[src/rtl/file_transfer_packet_parser_assert.svh]
// ---------------------------------------------------------------------------
// file transfer packet parser assertion macros
// concurrent assertion helpers for the rtl file that checks itself
// ---------------------------------------------------------------------------
`ifndef FILE_TRANSFER_PACKET_PARSER_ASSERT_SVH
`define FILE_TRANSFER_PACKET_PARSER_ASSERT_SVH

// same-cycle implication, checked out of reset
`define FTPP_ASSERT_NOW(label, ante, cons, msg) \
    label: assert property (@(posedge clk) disable iff (!rst_n) (ante) |-> (cons)) \
        else $error(msg);

// next-cycle implication, checked out of reset
`define FTPP_ASSERT_NEXT(label, ante, cons, msg) \
    label: assert property (@(posedge clk) disable iff (!rst_n) (ante) |=> (cons)) \
        else $error(msg);

`endif

[src/rtl/ftpp_pkg.sv]
// ---------------------------------------------------------------------------
// ftpp_pkg
// types and fixed codes of the file transfer packet parser
// ---------------------------------------------------------------------------
`default_nettype none

package ftpp_pkg;

    // byte classes
    localparam logic [2:0] CLS_KIND    = 3'd0;
    localparam logic [2:0] CLS_HEADER  = 3'd1;
    localparam logic [2:0] CLS_PAYLOAD = 3'd2;
    localparam logic [2:0] CLS_NAME    = 3'd3;
    localparam logic [2:0] CLS_SIZE    = 3'd4;
    localparam logic [2:0] CLS_TL      = 3'd5;
    localparam logic [2:0] CLS_SKIP    = 3'd6;

    // packet kinds
    localparam logic [1:0] KIND_DATA    = 2'd0;
    localparam logic [1:0] KIND_START   = 2'd1;
    localparam logic [1:0] KIND_END     = 2'd2;
    localparam logic [1:0] KIND_UNKNOWN = 2'd3;

    // error codes
    localparam logic [2:0] ERR_NONE          = 3'd0;
    localparam logic [2:0] ERR_UNKNOWN_KIND  = 3'd1;
    localparam logic [2:0] ERR_UNKNOWN_FIELD = 3'd2;
    localparam logic [2:0] ERR_SIZE_OVERFLOW = 3'd3;
    localparam logic [2:0] ERR_TRUNCATED     = 3'd4;

    // register indexes
    localparam logic [2:0] REG_DATA_CODE  = 3'd0;
    localparam logic [2:0] REG_START_CODE = 3'd1;
    localparam logic [2:0] REG_END_CODE   = 3'd2;
    localparam logic [2:0] REG_SIZE_CODE  = 3'd3;
    localparam logic [2:0] REG_NAME_CODE  = 3'd4;

    // register reset values
    localparam logic [7:0] DATA_CODE_RST  = 8'd1;
    localparam logic [7:0] START_CODE_RST = 8'd2;
    localparam logic [7:0] END_CODE_RST   = 8'd3;
    localparam logic [7:0] SIZE_CODE_RST  = 8'd0;
    localparam logic [7:0] NAME_CODE_RST  = 8'd1;

    localparam int unsigned ADDR_W = 5;

    typedef struct packed {
        logic [7:0] data_code;
        logic [7:0] start_code;
        logic [7:0] end_code;
        logic [7:0] size_field_code;
        logic [7:0] name_field_code;
    } cfg_t;

    typedef struct packed {
        logic [2:0]  byte_class;
        logic [7:0]  byte_value;
        logic [1:0]  packet_kind;
        logic [7:0]  sequence_number;
        logic [15:0] declared_size;
        logic [31:0] file_size_value;
        logic        packet_done;
        logic [2:0]  error_code;
    } result_t;

endpackage

`default_nettype wire

[src/rtl/ftpp_cfg_regs.sv]
// ---------------------------------------------------------------------------
// ftpp_cfg_regs
// apb register file holding the packet kind and field type codes
// ---------------------------------------------------------------------------
`default_nettype none

module ftpp_cfg_regs (
    input  wire logic                          clk,
    input  wire logic                          rst_n,
    input  wire logic                          psel,
    input  wire logic                          penable,
    input  wire logic                          pwrite,
    input  wire logic [ftpp_pkg::ADDR_W-1:0]   paddr,
    input  wire logic [31:0]                   pwdata,
    output logic      [31:0]                   prdata,
    output logic                               pready,
    output ftpp_pkg::cfg_t                     cfg
);
    import ftpp_pkg::*;

    cfg_t       cfg_reg;
    logic       wr_en;
    logic [2:0] reg_idx;

    assign pready  = 1'b1;
    assign wr_en   = psel & penable & pwrite;
    assign reg_idx = paddr[ADDR_W-1:2];
    assign cfg     = cfg_reg;

    // register writes
    always_ff @(posedge clk or negedge rst_n)
    begin
        if (!rst_n)
        begin
            cfg_reg.data_code       <= DATA_CODE_RST;
            cfg_reg.start_code      <= START_CODE_RST;
            cfg_reg.end_code        <= END_CODE_RST;
            cfg_reg.size_field_code <= SIZE_CODE_RST;
            cfg_reg.name_field_code <= NAME_CODE_RST;
        end
        else if (wr_en)
        begin
            case (reg_idx)
                REG_DATA_CODE:  cfg_reg.data_code       <= pwdata[7:0];
                REG_START_CODE: cfg_reg.start_code      <= pwdata[7:0];
                REG_END_CODE:   cfg_reg.end_code        <= pwdata[7:0];
                REG_SIZE_CODE:  cfg_reg.size_field_code <= pwdata[7:0];
                REG_NAME_CODE:  cfg_reg.name_field_code <= pwdata[7:0];
                default:        ;
            endcase
        end
    end

    // read mux
    always_comb
    begin
        case (reg_idx)
            REG_DATA_CODE:  prdata = {24'd0, cfg_reg.data_code};
            REG_START_CODE: prdata = {24'd0, cfg_reg.start_code};
            REG_END_CODE:   prdata = {24'd0, cfg_reg.end_code};
            REG_SIZE_CODE:  prdata = {24'd0, cfg_reg.size_field_code};
            REG_NAME_CODE:  prdata = {24'd0, cfg_reg.name_field_code};
            default:        prdata = 32'd0;
        endcase
    end

endmodule

`default_nettype wire

[src/rtl/ftpp_parse_core.sv]
// ---------------------------------------------------------------------------
// ftpp_parse_core
// parser state and the single-pass next-state and result logic per byte
// ---------------------------------------------------------------------------
`default_nettype none

module ftpp_parse_core #(
    parameter int unsigned SIZE_BYTES = 4
) (
    input  wire logic              clk,
    input  wire logic              rst_n,
    input  wire logic              accept,
    input  wire logic [7:0]        link_byte,
    input  wire logic              end_of_frame,
    input  wire ftpp_pkg::cfg_t    cfg,
    output ftpp_pkg::result_t      result
);
    import ftpp_pkg::*;

    localparam int unsigned IDX_W = (SIZE_BYTES >= 3) ? $clog2(SIZE_BYTES + 1) : 2;

    // parse phases
    localparam logic [2:0] PH_KIND    = 3'd0;
    localparam logic [2:0] PH_HDR     = 3'd1;
    localparam logic [2:0] PH_PAYLOAD = 3'd2;
    localparam logic [2:0] PH_TYPE    = 3'd3;
    localparam logic [2:0] PH_LEN     = 3'd4;
    localparam logic [2:0] PH_VALUE   = 3'd5;
    localparam logic [2:0] PH_SKIP    = 3'd6;

    logic [2:0]       phase_reg, phase_next;
    logic [1:0]       kind_reg, kind_next;
    logic [7:0]       ftype_reg, ftype_next;
    logic [7:0]       left_reg, left_next;
    logic [IDX_W-1:0] idx_reg, idx_next;
    logic [31:0]      acc_reg, acc_next;
    logic [7:0]       seq_reg, seq_next;
    logic [15:0]      len_reg, len_next;
    logic [1:0]       hdr_reg, hdr_next;
    logic [2:0]       err_reg, err_next;
    logic [2:0]       cls;

    // per-byte next state
    always_comb
    begin
        phase_next = phase_reg;
        kind_next  = kind_reg;
        ftype_next = ftype_reg;
        left_next  = left_reg;
        idx_next   = idx_reg;
        acc_next   = acc_reg;
        seq_next   = seq_reg;
        len_next   = len_reg;
        hdr_next   = hdr_reg;
        err_next   = err_reg;
        cls        = CLS_SKIP;

        case (phase_reg)
            PH_KIND:
            begin
                cls      = CLS_KIND;
                err_next = ERR_NONE;
                if (link_byte == cfg.data_code)
                begin
                    kind_next  = KIND_DATA;
                    seq_next   = 8'd0;
                    len_next   = 16'd0;
                    hdr_next   = 2'd0;
                    phase_next = PH_HDR;
                end
                else if (link_byte == cfg.start_code || link_byte == cfg.end_code)
                begin
                    kind_next  = (link_byte == cfg.start_code) ? KIND_START : KIND_END;
                    phase_next = PH_TYPE;
                end
                else
                begin
                    kind_next  = KIND_UNKNOWN;
                    err_next   = ERR_UNKNOWN_KIND;
                    phase_next = PH_SKIP;
                end
            end
            PH_HDR:
            begin
                cls = CLS_HEADER;
                case (hdr_reg)
                    2'd0:    seq_next = link_byte;
                    2'd1:    len_next = {link_byte, 8'd0};
                    default: len_next = {len_reg[15:8], link_byte};
                endcase
                if (hdr_reg >= 2'd2)
                begin
                    hdr_next   = 2'd0;
                    phase_next = PH_PAYLOAD;
                end
                else
                begin
                    hdr_next = hdr_reg + 2'd1;
                end
            end
            PH_PAYLOAD:
            begin
                cls = CLS_PAYLOAD;
            end
            PH_TYPE:
            begin
                cls        = CLS_TL;
                ftype_next = link_byte;
                if (link_byte == cfg.size_field_code)
                begin
                    acc_next = 32'd0;
                    idx_next = '0;
                end
                else if (link_byte != cfg.name_field_code && err_next == ERR_NONE)
                begin
                    err_next = ERR_UNKNOWN_FIELD;
                end
                phase_next = PH_LEN;
            end
            PH_LEN:
            begin
                cls       = CLS_TL;
                left_next = link_byte;
                if (ftype_reg == cfg.size_field_code && 32'(link_byte) > SIZE_BYTES
                    && err_next == ERR_NONE)
                begin
                    err_next = ERR_SIZE_OVERFLOW;
                end
                phase_next = (link_byte == 8'd0) ? PH_TYPE : PH_VALUE;
            end
            PH_VALUE:
            begin
                if (ftype_reg == cfg.size_field_code)
                begin
                    cls = CLS_SIZE;
                    if (32'(idx_reg) < SIZE_BYTES)
                    begin
                        if (32'(idx_reg) < 32'd4)
                        begin
                            acc_next = acc_reg |
                                ({24'd0, link_byte} << {idx_reg[1:0], 3'b000});
                        end
                        idx_next = idx_reg + IDX_W'(1);
                    end
                end
                else if (ftype_reg == cfg.name_field_code)
                begin
                    cls = CLS_NAME;
                end
                else
                begin
                    cls = CLS_SKIP;
                end
                left_next = left_reg - 8'd1;
                if (left_next == 8'd0)
                begin
                    phase_next = PH_TYPE;
                end
            end
            default:
            begin
                cls = CLS_SKIP;
            end
        endcase

        // frame end: flag a cut field and rearm for a kind byte
        if (end_of_frame)
        begin
            if ((phase_next == PH_HDR || phase_next == PH_LEN || phase_next == PH_VALUE)
                && err_next == ERR_NONE)
            begin
                err_next = ERR_TRUNCATED;
            end
            phase_next = PH_KIND;
            hdr_next   = 2'd0;
            left_next  = 8'd0;
        end
    end

    // result of the current byte
    always_comb
    begin
        result.byte_class      = cls;
        result.byte_value      = link_byte;
        result.packet_kind     = kind_next;
        result.sequence_number = seq_next;
        result.declared_size   = len_next;
        result.file_size_value = acc_next;
        result.packet_done     = end_of_frame;
        result.error_code      = err_next;
    end

    // parser state registers
    always_ff @(posedge clk or negedge rst_n)
    begin
        if (!rst_n)
        begin
            phase_reg <= PH_KIND;
            kind_reg  <= KIND_DATA;
            ftype_reg <= 8'd0;
            left_reg  <= 8'd0;
            idx_reg   <= '0;
            acc_reg   <= 32'd0;
            seq_reg   <= 8'd0;
            len_reg   <= 16'd0;
            hdr_reg   <= 2'd0;
            err_reg   <= ERR_NONE;
        end
        else if (accept)
        begin
            phase_reg <= phase_next;
            kind_reg  <= kind_next;
            ftype_reg <= ftype_next;
            left_reg  <= left_next;
            idx_reg   <= idx_next;
            acc_reg   <= acc_next;
            seq_reg   <= seq_next;
            len_reg   <= len_next;
            hdr_reg   <= hdr_next;
            err_reg   <= err_next;
        end
    end

endmodule

`default_nettype wire

[src/rtl/ftpp_out_buf.sv]
// ---------------------------------------------------------------------------
// ftpp_out_buf
// two-entry result queue separating the input and output handshakes
// ---------------------------------------------------------------------------
`default_nettype none

module ftpp_out_buf (
    input  wire logic                 clk,
    input  wire logic                 rst_n,
    input  wire logic                 push,
    input  wire ftpp_pkg::result_t    push_data,
    output logic                      can_push,
    input  wire logic                 pop,
    output logic                      head_valid,
    output ftpp_pkg::result_t         head_data
);
    import ftpp_pkg::*;

    result_t    e0_reg, e0_next;
    result_t    e1_reg, e1_next;
    logic [1:0] cnt_reg, cnt_next;

    assign can_push   = (cnt_reg != 2'd2);
    assign head_valid = (cnt_reg != 2'd0);
    assign head_data  = e0_reg;

    // queue update
    always_comb
    begin
        e0_next  = e0_reg;
        e1_next  = e1_reg;
        cnt_next = cnt_reg;
        case ({push, pop})
            2'b10:
            begin
                if (cnt_reg == 2'd0)
                begin
                    e0_next = push_data;
                end
                else
                begin
                    e1_next = push_data;
                end
                cnt_next = cnt_reg + 2'd1;
            end
            2'b01:
            begin
                e0_next  = e1_reg;
                cnt_next = cnt_reg - 2'd1;
            end
            2'b11:
            begin
                if (cnt_reg == 2'd1)
                begin
                    e0_next = push_data;
                end
                else
                begin
                    e0_next = e1_reg;
                    e1_next = push_data;
                end
            end
            default: ;
        endcase
    end

    // occupancy
    always_ff @(posedge clk or negedge rst_n)
    begin
        if (!rst_n)
        begin
            cnt_reg <= 2'd0;
        end
        else
        begin
            cnt_reg <= cnt_next;
        end
    end

    // entries
    always_ff @(posedge clk)
    begin
        e0_reg <= e0_next;
        e1_reg <= e1_next;
    end

endmodule

`default_nettype wire

[src/rtl/file_transfer_packet_parser.sv]
// ---------------------------------------------------------------------------
// file_transfer_packet_parser
// byte-serial parser for data and tlv control packets of a file transfer
// ---------------------------------------------------------------------------
// Usage
//   Input channel: in_valid/in_ready carry one link byte and its end-of-frame
//   flag per request. Output channel: out_valid/out_ready carry one result per
//   input byte, in order: byte class, the byte, packet kind, sequence number,
//   declared size, accumulated file size, packet done and the packet error.
//   An accepted byte's result is registered into the queue and reaches the
//   outputs once earlier results are taken. Throughput: one byte per cycle
//   while in_ready is high, set by the one-pass parser state update per byte.
//   Stall: results collect in a two-entry queue; in_ready drops only when both
//   entries wait, and rises again once the receiver takes one.
//   Reset: rst_n clears the parser to expect a kind byte, empties the queue
//   and loads the default codes (data 1, start 2, end 3, size 0, name 1).
//   Configuration: APB writes at byte address 4*i, pready always high; write
//   only while no byte is in flight.
// ---------------------------------------------------------------------------
`default_nettype none

module file_transfer_packet_parser #(
    parameter int unsigned SIZE_BYTES = 4
) (
    input  wire logic                         clk,
    input  wire logic                         rst_n,
    input  wire logic                         psel,
    input  wire logic                         penable,
    input  wire logic                         pwrite,
    input  wire logic [ftpp_pkg::ADDR_W-1:0]  paddr,
    input  wire logic [31:0]                  pwdata,
    output logic      [31:0]                  prdata,
    output logic                              pready,
    input  wire logic                         in_valid,
    output logic                              in_ready,
    input  wire logic [7:0]                   link_byte,
    input  wire logic                         end_of_frame,
    output logic                              out_valid,
    input  wire logic                         out_ready,
    output logic      [2:0]                   byte_class,
    output logic      [7:0]                   byte_value,
    output logic      [1:0]                   packet_kind,
    output logic      [7:0]                   sequence_number,
    output logic      [15:0]                  declared_size,
    output logic      [31:0]                  file_size_value,
    output logic                              packet_done,
    output logic      [2:0]                   error_code
);
    import ftpp_pkg::*;

    cfg_t    cfg;
    result_t core_result;
    result_t head;
    logic    accept;

    assign accept = in_valid & in_ready;

    // configuration registers
    ftpp_cfg_regs u_cfg (
        .clk     (clk),
        .rst_n   (rst_n),
        .psel    (psel),
        .penable (penable),
        .pwrite  (pwrite),
        .paddr   (paddr),
        .pwdata  (pwdata),
        .prdata  (prdata),
        .pready  (pready),
        .cfg     (cfg)
    );

    // parser
    ftpp_parse_core #(
        .SIZE_BYTES (SIZE_BYTES)
    ) u_core (
        .clk          (clk),
        .rst_n        (rst_n),
        .accept       (accept),
        .link_byte    (link_byte),
        .end_of_frame (end_of_frame),
        .cfg          (cfg),
        .result       (core_result)
    );

    // result queue
    ftpp_out_buf u_buf (
        .clk        (clk),
        .rst_n      (rst_n),
        .push       (accept),
        .push_data  (core_result),
        .can_push   (in_ready),
        .pop        (out_valid & out_ready),
        .head_valid (out_valid),
        .head_data  (head)
    );

    // output fields
    assign byte_class      = head.byte_class;
    assign byte_value      = head.byte_value;
    assign packet_kind     = head.packet_kind;
    assign sequence_number = head.sequence_number;
    assign declared_size   = head.declared_size;
    assign file_size_value = head.file_size_value;
    assign packet_done     = head.packet_done;
    assign error_code      = head.error_code;

    // checks
    `include "file_transfer_packet_parser_assert.svh"

    `FTPP_ASSERT_NOW(a_kind_byte_err, out_valid && byte_class == CLS_KIND,
        error_code != ERR_UNKNOWN_FIELD && error_code != ERR_SIZE_OVERFLOW,
        "field error reported on a kind byte")
    `FTPP_ASSERT_NOW(a_unknown_skip,
        out_valid && packet_kind == KIND_UNKNOWN && byte_class != CLS_KIND,
        byte_class == CLS_SKIP && error_code == ERR_UNKNOWN_KIND,
        "unknown packet byte not skipped")
    `FTPP_ASSERT_NOW(a_full_has_head, !in_ready, out_valid,
        "input blocked with no result waiting")
    `FTPP_ASSERT_NEXT(a_accept_shows, accept && !out_valid, out_valid,
        "accepted byte gave no result")

endmodule

`default_nettype wire

[config.mk]
export PLATFORM = sky130hd
export DESIGN_NAME = file_transfer_packet_parser
export DESIGN_NICKNAME = d
export VERILOG_FILES = /design/src/rtl/ftpp_pkg.sv /design/src/rtl/ftpp_cfg_regs.sv /design/src/rtl/ftpp_parse_core.sv /design/src/rtl/ftpp_out_buf.sv /design/src/rtl/file_transfer_packet_parser.sv
export VERILOG_INCLUDE_DIRS = /design/src /design/src/rtl
export SDC_FILE = /design/constraint.sdc
export NUM_CORES = 1
export LEC_CHECK = 0
export BUFFER_PORTS_ARGS = -buffer_cell sky130_fd_sc_hd__buf_2
export CAP_MARGIN = 20
export CORE_ASPECT_RATIO = 1.2
export CORE_MARGIN = 2
export CORE_UTILIZATION = 47
export DETAILED_ROUTE_END_ITERATION = 8
export GPL_ROUTABILITY_DRIVEN = 0
export PLACE_DENSITY = 0.66
export SYNTH_ARGS = -nofsm -noshare
export SYNTH_HDL_FRONTEND = slang
export SYNTH_HIERARCHICAL = 1
export SYNTH_SLANG_ARGS = --single-unit
[constraint.sdc]
create_clock -name clk -period 10.3 [get_ports clk]
set_input_delay 2.06 -clock clk [delete_from_list [all_inputs] [get_ports clk]]
set_output_delay 2.06 -clock clk [all_outputs]
set_load 0.01 [all_outputs]
==> metrics.txt <==
status=complete, no violations; syn_area_per_cell=between 10 and 15 um2; vias in the first global route=9,202; register bit count reported by yosys=273; Final min period=5.45 ns; endpoints failing hold=0; Max Clk Rate=about 0.18 GHz; clk sinks=~270; Reg clk slew, reported paths=0.06 ns; post-layout instance count excluding filler cells=between 1,500 and 2,000; antenna viol nets, final=0; CTS H-tree lvls=1; Ys Warns=6; Hold WC Path Type=flop to flop; R2R depth=12; DRT Pass-1 Iters=5; grt total ovfl=0; CTS Buf Count=29; placed cells=1,558; count of pins over their slew limit=0; area growth from synthesis to layout=10.4%; Syn Inst Count=~1,100; worst clock skew=roughly 0.019 ns; Required @ worst endpoint=8.24 ns; Arr. time, crit path=roughly 3.4 ns; maxcap violations=0; n_diodes=0; crit path capture type=primary output; Setup TNS=0 ns; GRT Resource Usage Total=0.199; share of flip-flops with an asynchronous set or reset=0.465; Max Root-Sink Buffers=3; NumNets Final=1,257; slew margin rel.=0.368; cts repair resizes=0; Max VDD drop=0.000257 V; maximum fanout along the worst path=15; CTS tree=built; Die X=164 um; hpwl dp=19.4 mm; Primary FF master, synth=edfxtp_1; worst reg2reg path endpoint=u_buf/head_data[43]$_DFFE_PP_; Leak=6.73 nW; commonest non-fill, non-tap cell in the layout=edfxtp_1; Root Driver=clkbuf_16; Finish-stage setup viols=0; Core Region=~0.030 mm2; Netlist cell types=74; Via density=~5.8; CP startpoint=paddr[3]; pwr dens=290 mW/mm2; crit path to=prdata[5]; commonest cells after routing, fill and taps aside=edfxtp_1, dfrtp_1, buf_2; insertion delay to the later sink of the worst-skew pair=0.55 ns; # DRC=0; RSZ-0062 raised after global routing=false; die boundary height=196 um; Worst setup SP type=primary input; R2R Setup Slk=6.23 ns; Initial Utilization=0.475; critical path type=primary input to primary output; hold bufs inserted after CTS=0; 1st-iter DRT viols=between 600 and 700; largest net degree at the start of global routing=76; Slew @ Worst Pin=about 0.95 ns; IO Pins=between 150 and 200; initial antenna violation count=1; Total Wirelength=32.1 mm; RR Startpoint=u_buf/cnt_reg[0]$_DFFE_PN0P_; first-pass GRT wire length=51.0 mm; part of the cycle the worst path needs=0.529; PortBufs=109; synthesized area=0.0144 mm2; die area=0.0322 mm2; Via Count=9,384; # rows=70; sequential-to-total area share from yosys stat=0.524; wire length per cell=about 20 um; EDFF count, synth=146; setup repair bufs after CTS=0; share of cells above drive strength 1=0.301
-- worst min path at each step --
stage / startpoint / end / slack [ns] / cells after the start
6_report: u_core/acc_reg[15]$_DFFE_PN0P_ / u_core/acc_reg[15]$_DFFE_PN0P_ / 0.49 / 2
3_5_place_dp: u_core/acc_reg[30]$_DFFE_PN0P_ / u_core/acc_reg[30]$_DFFE_PN0P_ / 0.48 / 2
2_1_floorplan: u_core/acc_reg[0]$_DFFE_PN0P_ / u_core/acc_reg[0]$_DFFE_PN0P_ / 0.46 / 2
5_1_grt: u_core/acc_reg[11]$_DFFE_PN0P_ / u_core/acc_reg[11]$_DFFE_PN0P_ / 0.51 / 2
3_3_place_gp: u_core/acc_reg[22]$_DFFE_PN0P_ / u_core/acc_reg[22]$_DFFE_PN0P_ / 0.48 / 2
4_1_cts: u_core/acc_reg[15]$_DFFE_PN0P_ / u_core/acc_reg[15]$_DFFE_PN0P_ / 0.50 / 2
-- synthesized netlist by cell type, types with 3 or more instances --
cell type | n | area, um2
edfxtp_1 | 146 | 4380
dfrtp_1 | 122 | 3050
mux2_2 | 83 | 935
mux2_4 | 77 | 1160
and2_1 | 76 | 475
nor2_1 | 76 | 285
a221o_1 | 73 | 731
clkbuf_1 | 43 | 161
a21oi_1 | 39 | 195
buf_4 | 36 | 270
xnor2_1 | 36 | 315
a31oi_1 | 31 | 194
o21ai_0 | 31 | 155
a22o_1 | 30 | 263
nand2_1 | 30 | 113
xor2_1 | 26 | 228
buf_2 | 20 | 100
inv_1 | 17 | 63.8
ha_1 | 10 | 125
a22oi_1 | 9 | 67.6
a32oi_1 | 8 | 70.1
buf_6 | 8 | 90.1
buf_8 | 7 | 105
nand4_1 | 7 | 43.8
nor3_1 | 7 | 35.0
nor4_1 | 7 | 43.8
dfstp_2 | 5 | 131
nand3_1 | 4 | 20.0
and3_1 | 3 | 18.8
and4_1 | 3 | 26.3
buf_1 | 3 | 11.3
nor2_2 | 3 | 18.8
nor2b_1 | 3 | 18.8
o221ai_1 | 3 | 26.3
o31ai_1 | 3 | 22.5
or3_1 | 3 | 18.8
-- critical path, cell delays in order --
cell	delay (ns)
buf_2	0.20
nor2_1	0.58
a32oi_1	0.18
o21ai_0	0.16
buf_2	0.20
-- power breakdown --
part | internal (mW) | total (mW) | switching (mW)
registers | 1.66 | 1.88 | 0.221
clock network | 0.606 | 1.03 | 0.426
logic | 0.820 | 1.72 | 0.899
total | 3.09 | 4.63 | 1.55
-- area by class of cell --
class	instances	area [um2]
tap	396	495
timing repair buffer	120	656
inverter	18	67.6
clock buffer	41	861
sequential	273	7570
clock inverter	13	101
fill	2595	14400
multi-input combinational	752	6200
-- stage by stage --
stage | power (mW) | worst slack (ns) | util | instance area (um2) | hold slack [ns]
2_1_floorplan | 3.22 | 1.72 | - | 14500 | 0.463
3_3_place_gp | 3.55 | 4.81 | 0.492 | 15000 | 0.476
3_5_place_dp | 3.62 | 4.74 | 0.493 | 15000 | 0.483
4_1_cts | 4.66 | 4.89 | 0.524 | 15900 | 0.497
5_1_grt | 4.90 | 4.79 | 0.525 | 16000 | 0.513
6_report | 4.63 | 4.85 | 0.525 | 16000 | 0.495
-- metal layers --
metal | up-vias | part of all wire | track usage
met4 | 2 | 0.022 | 0.0549
met2 | 279 | 0.48 | 0.324
met3 | 54 | 0.050 | 0.0230
met5 | - | 0.00040 | 0
met1 | 4720 | 0.45 | 0.283
li1 | 4329 | - | -
-- logic make-up (layout without fill, tap and decap cells) --
logic type                 after synthesis  after routing  share of synthesized area
DFF                                    273            273                      0.524
other                                    2             25                   0.000520
xor gates and xnor gates                62             62                     0.0376
AOI/OAI and AO/OA                      251            251                      0.134
muxes                                  160            160                      0.145
and+or+nand+nor                        244            244                     0.0946
buffers and inverters                  135            192                     0.0558
adders and majority gates               10             10                    0.00866
Note: power is estimated with default switching activity, not from simulation.
